**src/rtl/core/rlf_graph_coloring_macros.svh**
```systemverilog
// Assertion macros for the graph coloring block.
`ifndef RLF_GRAPH_COLORING_MACROS_SVH
`define RLF_GRAPH_COLORING_MACROS_SVH
`define RLF_ASSERT_IMP(label, clk, rst, ante, cons) \
   label: assert property (@(posedge clk) disable iff (rst) (ante) |-> (cons)) \
      else $error("assertion failed");
`define RLF_ASSERT_NEXT(label, clk, rst, ante, cons) \
   label: assert property (@(posedge clk) disable iff (rst) (ante) |=> (cons)) \
      else $error("assertion failed");
`endif

```
**src/rtl/core/rlf_pkg.sv**
```systemverilog
// Package: types, constants and commands of the graph coloring block.
package rlf_pkg;
   localparam int MAX_VERTICES_DEF = 64;
   localparam int IDX_W = 6;
   localparam int ROW_W = 64;
   localparam int CNT_W = 7;

   typedef struct packed {
      logic [IDX_W-1:0] row_index;
      logic [ROW_W-1:0] row_bits;
      logic             last_row;
   } req_type;

   typedef struct packed {
      logic [IDX_W-1:0] vertex;
      logic [CNT_W-1:0] color;
      logic             last;
   } rsp_type;

   typedef struct packed {
      logic load;
      logic init;
      logic rewind;
      logic deg_step;
      logic seed_step;
      logic seed_take;
      logic refresh_step;
      logic score_step;
      logic pick_take;
      logic emit_step;
   } cmd_type;

   typedef struct packed {
      logic scan_end;
      logic any_uncolored;
      logic any_candidate;
      logic emit_end;
   } sts_type;
endpackage

```
**src/rtl/core/rlf_control.sv**
```systemverilog
// Controller: sequences loading, degree pass, seeding, refresh, scoring and output.
module rlf_control (
   input  logic             clock,
   input  logic             reset,
   input  logic             req_valid,
   output logic             req_ready,
   input  logic             req_last,
   output logic             rsp_valid,
   input  logic             rsp_ready,
   input  rlf_pkg::sts_type sts,
   output rlf_pkg::cmd_type cmd
);
   import rlf_pkg::*;
   `include "rlf_graph_coloring_macros.svh"

   typedef enum logic [7:0] {
      S_LOAD    = 8'b00000001,
      S_INIT    = 8'b00000010,
      S_DEG     = 8'b00000100,
      S_SEED    = 8'b00001000,
      S_REFRESH = 8'b00010000,
      S_SCORE   = 8'b00100000,
      S_EMIT    = 8'b01000000,
      S_CHECK   = 8'b10000000
   } state_type;

   state_type state_ff, state_in;
   logic      pend_seed_ff, pend_seed_in;

   assign req_ready = state_ff == S_LOAD;
   assign rsp_valid = state_ff == S_EMIT;

   always_comb begin
      state_in = state_ff;
      pend_seed_in = pend_seed_ff;
      cmd = '0;
      unique case (state_ff)
         S_LOAD: begin
            cmd.load = req_valid;
            if (req_valid && req_last) state_in = S_INIT;
         end
         S_INIT: begin
            cmd.init = 1'b1;
            state_in = S_DEG;
         end
         S_DEG: begin
            if (sts.scan_end) begin
               state_in = S_CHECK;
               pend_seed_in = 1'b1;
            end else begin
               cmd.deg_step = 1'b1;
            end
         end
         S_CHECK: begin
            cmd.rewind = 1'b1;
            priority if (!sts.any_uncolored) state_in = S_EMIT;
            else if (pend_seed_ff || !sts.any_candidate) state_in = S_SEED;
            else state_in = S_SCORE;
         end
         S_SEED: begin
            if (sts.scan_end) begin
               cmd.seed_take = 1'b1;
               pend_seed_in = 1'b0;
               state_in = S_REFRESH;
            end else begin
               cmd.seed_step = 1'b1;
            end
         end
         S_REFRESH: begin
            if (sts.scan_end) state_in = S_CHECK;
            else cmd.refresh_step = 1'b1;
         end
         S_SCORE: begin
            if (sts.scan_end) begin
               cmd.pick_take = 1'b1;
               state_in = S_REFRESH;
            end else begin
               cmd.score_step = 1'b1;
            end
         end
         S_EMIT: begin
            if (rsp_ready) begin
               cmd.emit_step = 1'b1;
               if (sts.emit_end) state_in = S_LOAD;
            end
         end
         default: state_in = S_LOAD;
      endcase
   end

   always_ff @(posedge clock) begin
      if (reset) begin
         state_ff <= S_LOAD;
         pend_seed_ff <= 1'b0;
      end else begin
         state_ff <= state_in;
         pend_seed_ff <= pend_seed_in;
      end
   end

   `RLF_ASSERT_IMP(a_excl, clock, reset, rsp_valid, !req_ready)
   `RLF_ASSERT_NEXT(a_last, clock, reset, req_valid && req_ready && req_last, !req_ready)
   `RLF_ASSERT_NEXT(a_done, clock, reset, rsp_valid && rsp_ready && sts.emit_end, req_ready)
endmodule

```
**config.mk**
```make
export PLATFORM = sky130hd
export DESIGN_NAME = rlf_control
export DESIGN_NICKNAME = d
export VERILOG_FILES = /design/src/rtl/core/rlf_pkg.sv /design/src/rtl/core/rlf_control.sv
export VERILOG_INCLUDE_DIRS = /design/src /design/src/rtl/core
export SDC_FILE = /design/constraint.sdc
export NUM_CORES = 1
export LEC_CHECK = 0
export ABC_AREA = 0
export BUFFER_PORTS_ARGS = -buffer_cell sky130_fd_sc_hd__buf_2
export CAP_MARGIN = 15
export CORE_AREA = 2 2 39 41
export CTS_CLUSTER_DIAMETER = 30
export DETAILED_ROUTE_END_ITERATION = 12
export DIE_AREA = 0 0 41 43
export HOLD_SLACK_MARGIN = 0.08
export PLACE_DENSITY = 0.85
export SYNTH_ARGS = -nofsm -noshare
export SYNTH_HDL_FRONTEND = slang
export SYNTH_SLANG_ARGS = --single-unit
```
**constraint.sdc**
```tcl
create_clock -name clock -period 4.85 [get_ports clock]
set_input_delay 0.2425 -clock clock [delete_from_list [all_inputs] [get_ports clock]]
set_output_delay 0.2425 -clock clock [all_outputs]
set_load 0.1 [all_outputs]
```
* After elaboration in Yosys (flattened, before gate mapping)
Cells that the tools add are included.
** Operators by class
- Mux-type cells :: 22
- Reduce and logical (&&, ||, !) cells :: 8
- Equality and inequality tests :: 15
** Operators by type and width (number)
- 8-bit case mux with 6 select lines :: 1
- 8-bit 2-to-1 mux :: 5
- 1-bit 2-to-1 mux :: 11
- 2-bit by 1-bit != test with 1-bit output, second input constant :: 5
- 8-bit by 1-bit == test with 1-bit output, second input constant :: 1
- 8-bit by 2-bit == test with 1-bit output, second input constant :: 1
- 8-bit by 3-bit == test with 1-bit output, second input constant :: 1
- 8-bit by 4-bit == test with 1-bit output, second input constant :: 1
- 8-bit by 5-bit == test with 1-bit output, second input constant :: 1
- 8-bit by 6-bit == test with 1-bit output, second input constant :: 1
- 8-bit by 7-bit == test with 1-bit output, second input constant :: 1
- 8-bit == test, second input constant :: 1
- 7-bit 2-to-1 mux :: 1
- 6-bit 2-to-1 mux :: 1
- 5-bit AND reduction :: 1
- 2-bit 2-to-1 mux :: 2
- 2-bit != test, second input constant :: 2
- 2-bit OR reduction :: 2
- 3-bit AND reduction :: 1
- 1-bit case mux with 2 select lines :: 1
- 2-bit nonzero test :: 1
- 1-bit logical AND :: 1
- 1-bit zero test :: 1
- 1-bit logical OR :: 1
** Storage, ports and cells
- Register bits after elaboration :: 9
- Logic and storage cells :: 47
- Bits of input ports :: 9

* Logic depth before layout (Yosys ltp)
- Depth after elaboration :: 5
- Mapped depth :: 6
- Depth with buffers taken out :: 5

* Worst setup path after synthesis
No wires, ideal clock.
- Path kind :: register to register
- Start :: register state_ff[5]
- End :: register state_ff[2]
- Cell stages (with the launch flop) :: 7
- Library setup time :: 0.080 ns
- Path buffers :: 1
- Arrival :: 4.232 ns
- Required time :: 4.770 ns
- Clock period less this slack :: 4.312 ns
- Path slack :: 0.538 ns
- Cells stage by stage :: dfxtp_1 > clkbuf_1 > nor4_2 > nand2b_1 > nor4b_1 > a21oi_1 > nor2_1
** Between the ends
- Longest elaborated chain between the ends :: 4
- Elaborated cells on any way between the ends :: 17
- Those cells by class :: 13 x eq/ne; 1 x mux; 3 x reduce/logical
** Ends and longest elaborated chain
- from (decl) :: line rlf_control.sv:27 : state_type state_ff, state_in;
- from (signal assigned) :: line rlf_control.sv:96 : state_ff <= state_in;
- 8-bit by 6-bit == test with 1-bit output (tied with other cells) :: line rlf_control.sv:37 : unique case (state_ff)
- 2-bit OR reduction (no line)
- 2-bit by 1-bit != test with 1-bit output (no line)
- 5-bit AND reduction (no line)
Several ways; a longest one is shown, not always the timed one.
A chain may end at the register's enable or synchronous reset.

==> out/summary.md <==
The smallest hold slack was 271 ps. The clock arrives with 6.29 ps of skew. STA classifies the critical path endpoint as an output port. After the last flow step, the layout net total stands at 107. The largest total area in the synthesized netlist belongs to sky130_fd_sc_hd__dfxtp_1. The worst register-to-register path has a depth of 5. After clock tree synthesis, the clock-pin slew on the worst setup and hold paths is 60 ps. Compared with the post-synthesis result, the final layout area differs by 17.6%. Total inserted antenna cells: 0. For the final count of hold timing violations, the log shows 0.

The top cell type by area accounts for 28.4% of the synthesized area. The signal on the critical path passes through nor4_2, nand2b_1, nor4b_1, buf_2. The worst setup path is launched from a flip-flop. For the CTS buffer count, the log shows 3. The path class of the tightest hold or removal check is in2reg. Once the floorplan was initialized, standard cells occupied 45.8% of the core. During synthesis, Yosys emitted a total of 0 warnings. The post-route netlist has 28.9% of its cells at a drive strength greater than 1. The global routing stage identified its most utilized layer as met2. After detailed routing, the average wire length per cell comes to 12.4 um. The number of port buffers is 20. Post-synthesis area per instance: 8.03 sq um. Critical path buffer and inverter count: 1. At the later pin of the worst-skew pair, clock insertion delay measures 260 ps.

Once detailed placement completed, the half-perimeter wirelength came to 1050 um. The run gives 0.00176 sq mm as the die footprint. Setup repair after global routing left no endpoint under its margin. The distinct cell type count of the synthesized netlist is 34. The flip-flop and latch count after synthesis came out at 9. The logs give 0.300 mW for the total chip power and 275 uV for the largest voltage drop on the vdd net. Summed over all failing endpoints, the final setup total negative slack is 0 ps. In the routed design, unresolved DRC markers number 0. The cell depth of the worst hold path is 2, and the buffer depth of the longest clock path is 2.

The minimum clock period after layout is 2460 ps, and the number of vias per cell after detailed routing is 5.71. The final weighted congestion in routability-driven placement was 0.800; the number of rows in the core area was 14. Power spread over the standard cell area amounts to 403 mW/mm^2. The final-report setup violation count was 0. Among all stages on the critical path, the largest delay is contributed by sky130_fd_sc_hd__buf_2.

The maximum level of the CTS H-tree was 1; the number of antenna violations at the first check in global routing was 0. The tools report the worst flop-to-flop path startpoint as state_ff[3]$_SDFFE_PP0P_. The first global-routing pass estimated 2280 um of wire. Tracing the worst setup path back leads to its startpoint at state_ff[3]$_SDFFE_PP0P_. The run gives 21 as the I/O pin count.

The part of the cycle the worst path needs was 50.7%. The count of nets left with antenna violations once routing finished came out at 0. The post-synthesis cell count came out at 79.

The worst setup path is of the reg2out kind. The worst pin sits at a relative slew slack of 67.7%. The violation count after the first detailed-routing iteration was 13.

Die extent in x: 41 um. The y dimension of the die works out to 43 um. The cell chosen for the clock root is sky130_fd_sc_hd__clkbuf_4. The run gives 28.4% as the fraction of the yosys area taken by sequential cells. In the post-route analysis, the smallest setup slack over all paths is 2390 ps.

The critical path's largest stage delay came out at 510 ps. Timing analysis after detailed placement gives a worst setup slack of 2700 ps. The tools report the met2 track demand over resource in global routing as 30.3%. In this run the critical register-to-register path is captured at state_ff[4]$_SDFFE_PP0P_. Global routing consumed, on the met1 layer, 23.4% of the routing resources. Yosys attributes the largest share of cell area to sky130_fd_sc_hd__dfxtp_1, sky130_fd_sc_hd__nor2_1, sky130_fd_sc_hd__nor4_1, sky130_fd_sc_hd__or4b_4, sky130_fd_sc_hd__xnor2_1.

In this run the most critical hold path is launched from reset. In this run the cell area of the synthesized design comes to 634 sq um. On the critical path the largest part of the delay comes from simple AND/OR/NAND/NOR gates.

The tools report the aggregate global routing overflow as 0. The fmax is 0.406 GHz, and the sum of routed wire length over all layers is 1400 um. The synthesized net count is 88.

The worst hold path terminates at state_ff[2]$_SDFFE_PP0P_. The clock net in this run drives a total of 9 sinks. After routing the design area is 746 sq um.

The biggest fanout along the worst timing path is 12. For the number of global-route vias before repair, the log shows 521. TritonCTS built the clock tree. The count of buffers added by post-CTS timing repair for setup is 0. For the max-cap check violation count, the log shows 0.

The cell count along the critical path is 4, and the static leakage is 0.303 nW. Required time at the endpoint of the critical path: 4610 ps. The tools report the final count of pins violating max slew as 0. The run finished with clean final reports. The overall routing resource usage was 19.7%. The detailed router placed 645 vias in this run.

Data arrives at the worst endpoint at 2220 ps. The total area inside the core boundary comes to 0.00138 sq mm. For the pin with the worst max-slew slack, the measured transition is 488 ps. Once the clock tree was built, the resizer swapped 0 gates to a different size.

The first-pass detailed-route iteration total came out at 4. After detailed placement, the total cell area comes to 719 sq um. For met3 alone, demand over resource in global routing was 7.85%. The number of hold buffers added after CTS was 0.

For flop-to-flop paths, the worst setup slack is 2990 ps. Entering global routing, the biggest net connects 13 pins.
==> power breakdown <==
| group | switching, mW | leakage [nW] | internal (mW) |
|---|---|---|---|
| sequential | 0.0133 | 0.0730 | 0.0805 |
| combinational | 0.108 | 0.215 | 0.0397 |
| clock | 0.0268 | 0.0150 | 0.0317 |
==> logic make-up (layout without fill, tap and decap cells) <==
kind of cell	after synthesis	after routing	synth area share, %
flip-flops	9	9	28.4
XOR/XNOR	4	4	5.52
buffers and inverters	8	26	6.71
multiplexers	1	1	1.58
AO/OA/AOI/OAI	16	16	17.9
AND/OR/NAND/NOR	41	41	39.8
==> final cells by class <==
class | instances | area (sq um)
tap | 16 | 20.0
sequential | 9 | 180
clock buffer | 4 | 26.3
multi-input combinational | 62 | 412
timing repair buffer | 20 | 100
fill | 141 | 638
inverter | 2 | 7.51
==> cell usage after synthesis <==
cell type,n
sky130_fd_sc_hd__nor2_1,11
sky130_fd_sc_hd__dfxtp_1,9
sky130_fd_sc_hd__nand2_1,6
sky130_fd_sc_hd__nor4_1,6
sky130_fd_sc_hd__a21oi_1,4
sky130_fd_sc_hd__nand2b_1,4
sky130_fd_sc_hd__o21ai_0,3
sky130_fd_sc_hd__xnor2_1,3
sky130_fd_sc_hd__a22oi_1,2
sky130_fd_sc_hd__and2_1,2
sky130_fd_sc_hd__clkbuf_1,2
sky130_fd_sc_hd__inv_1,2
sky130_fd_sc_hd__o21ai_1,2
sky130_fd_sc_hd__or4_1,2
sky130_fd_sc_hd__or4b_4,2
sky130_fd_sc_hd__a32oi_1,1
sky130_fd_sc_hd__a41oi_1,1
sky130_fd_sc_hd__and3_1,1
sky130_fd_sc_hd__and4b_1,1
sky130_fd_sc_hd__buf_1,1
sky130_fd_sc_hd__buf_2,1
sky130_fd_sc_hd__buf_4,1
sky130_fd_sc_hd__buf_6,1
sky130_fd_sc_hd__mux2i_1,1
sky130_fd_sc_hd__nor2b_1,1
sky130_fd_sc_hd__nor3_1,1
sky130_fd_sc_hd__nor3b_1,1
sky130_fd_sc_hd__nor4_2,1
sky130_fd_sc_hd__nor4b_1,1
sky130_fd_sc_hd__nor4b_2,1
sky130_fd_sc_hd__o22ai_1,1
sky130_fd_sc_hd__o22ai_4,1
sky130_fd_sc_hd__o311a_1,1
sky130_fd_sc_hd__xor2_1,1
==> stage by stage <==
stage	instances	util (%)
final	113	53.9
after global routing	113	53.9
after CTS	113	53.9
after detailed placement	109	52.0
after global placement	109	52.0
after floorplan	79	-
==> sequential cells by signal, summed over array words and instances (netlist names) <==
signal and flops:
pend_seed_ff 1, state_ff 8
==> worst max path at each step <==
stage               slack [ps]                  endpoint
finish                    2390                    cmd[8]
global route              2260                    cmd[7]
CTS                       2400                    cmd[7]
detailed placement        2700                    cmd[7]
global placement          2710                    cmd[7]
floorplan                  540  state_ff[2]$_SDFFE_PP0P_
==> layout by cell type (no fill, tap or decap) <==
cell type / count
sky130_fd_sc_hd__dfxtp_1: 9
sky130_fd_sc_hd__nor3_1: 1
sky130_fd_sc_hd__nor3b_1: 1
sky130_fd_sc_hd__clkbuf_1: 1
sky130_fd_sc_hd__o311a_1: 1
sky130_fd_sc_hd__nor4_2: 1
sky130_fd_sc_hd__inv_1: 2
sky130_fd_sc_hd__o22ai_1: 1
sky130_fd_sc_hd__and3_1: 1
sky130_fd_sc_hd__nand2b_1: 4
sky130_fd_sc_hd__buf_2: 20
sky130_fd_sc_hd__mux2i_1: 1
sky130_fd_sc_hd__o21ai_0: 3
sky130_fd_sc_hd__nor4b_1: 1
sky130_fd_sc_hd__nor2_1: 11
sky130_fd_sc_hd__xor2_1: 1
sky130_fd_sc_hd__nand2_1: 6
sky130_fd_sc_hd__o21ai_1: 2
sky130_fd_sc_hd__and4b_1: 1
sky130_fd_sc_hd__clkbuf_4: 3
sky130_fd_sc_hd__and2_1: 2
sky130_fd_sc_hd__or4b_4: 2
sky130_fd_sc_hd__a21oi_1: 4
sky130_fd_sc_hd__nor4_1: 6
sky130_fd_sc_hd__a22oi_1: 2
sky130_fd_sc_hd__a32oi_1: 1
sky130_fd_sc_hd__a41oi_1: 1
sky130_fd_sc_hd__o22ai_4: 1
sky130_fd_sc_hd__or4_1: 2
sky130_fd_sc_hd__xnor2_1: 3
sky130_fd_sc_hd__nor2b_1: 1
sky130_fd_sc_hd__nor4b_2: 1
==> worst register-to-register path, delay by kind of cell, from the launching register on <==
kind            cells  cell delay, ps
compound gates      2             390
flops               1             570
mux                 1             210
simple gates        2             580
==> per-layer routing <==
| metal | up-vias | part of all wire [%] |
|---|---|---|
| li1 | 326 | - |
| met1 | 293 | 41 |
| met2 | 24 | 51 |
| met3 | 2 | 6.5 |
| met4 | 0 | 0.72 |
| met5 | - | 0 |
Note: power is estimated with default switching activity, not from simulation.
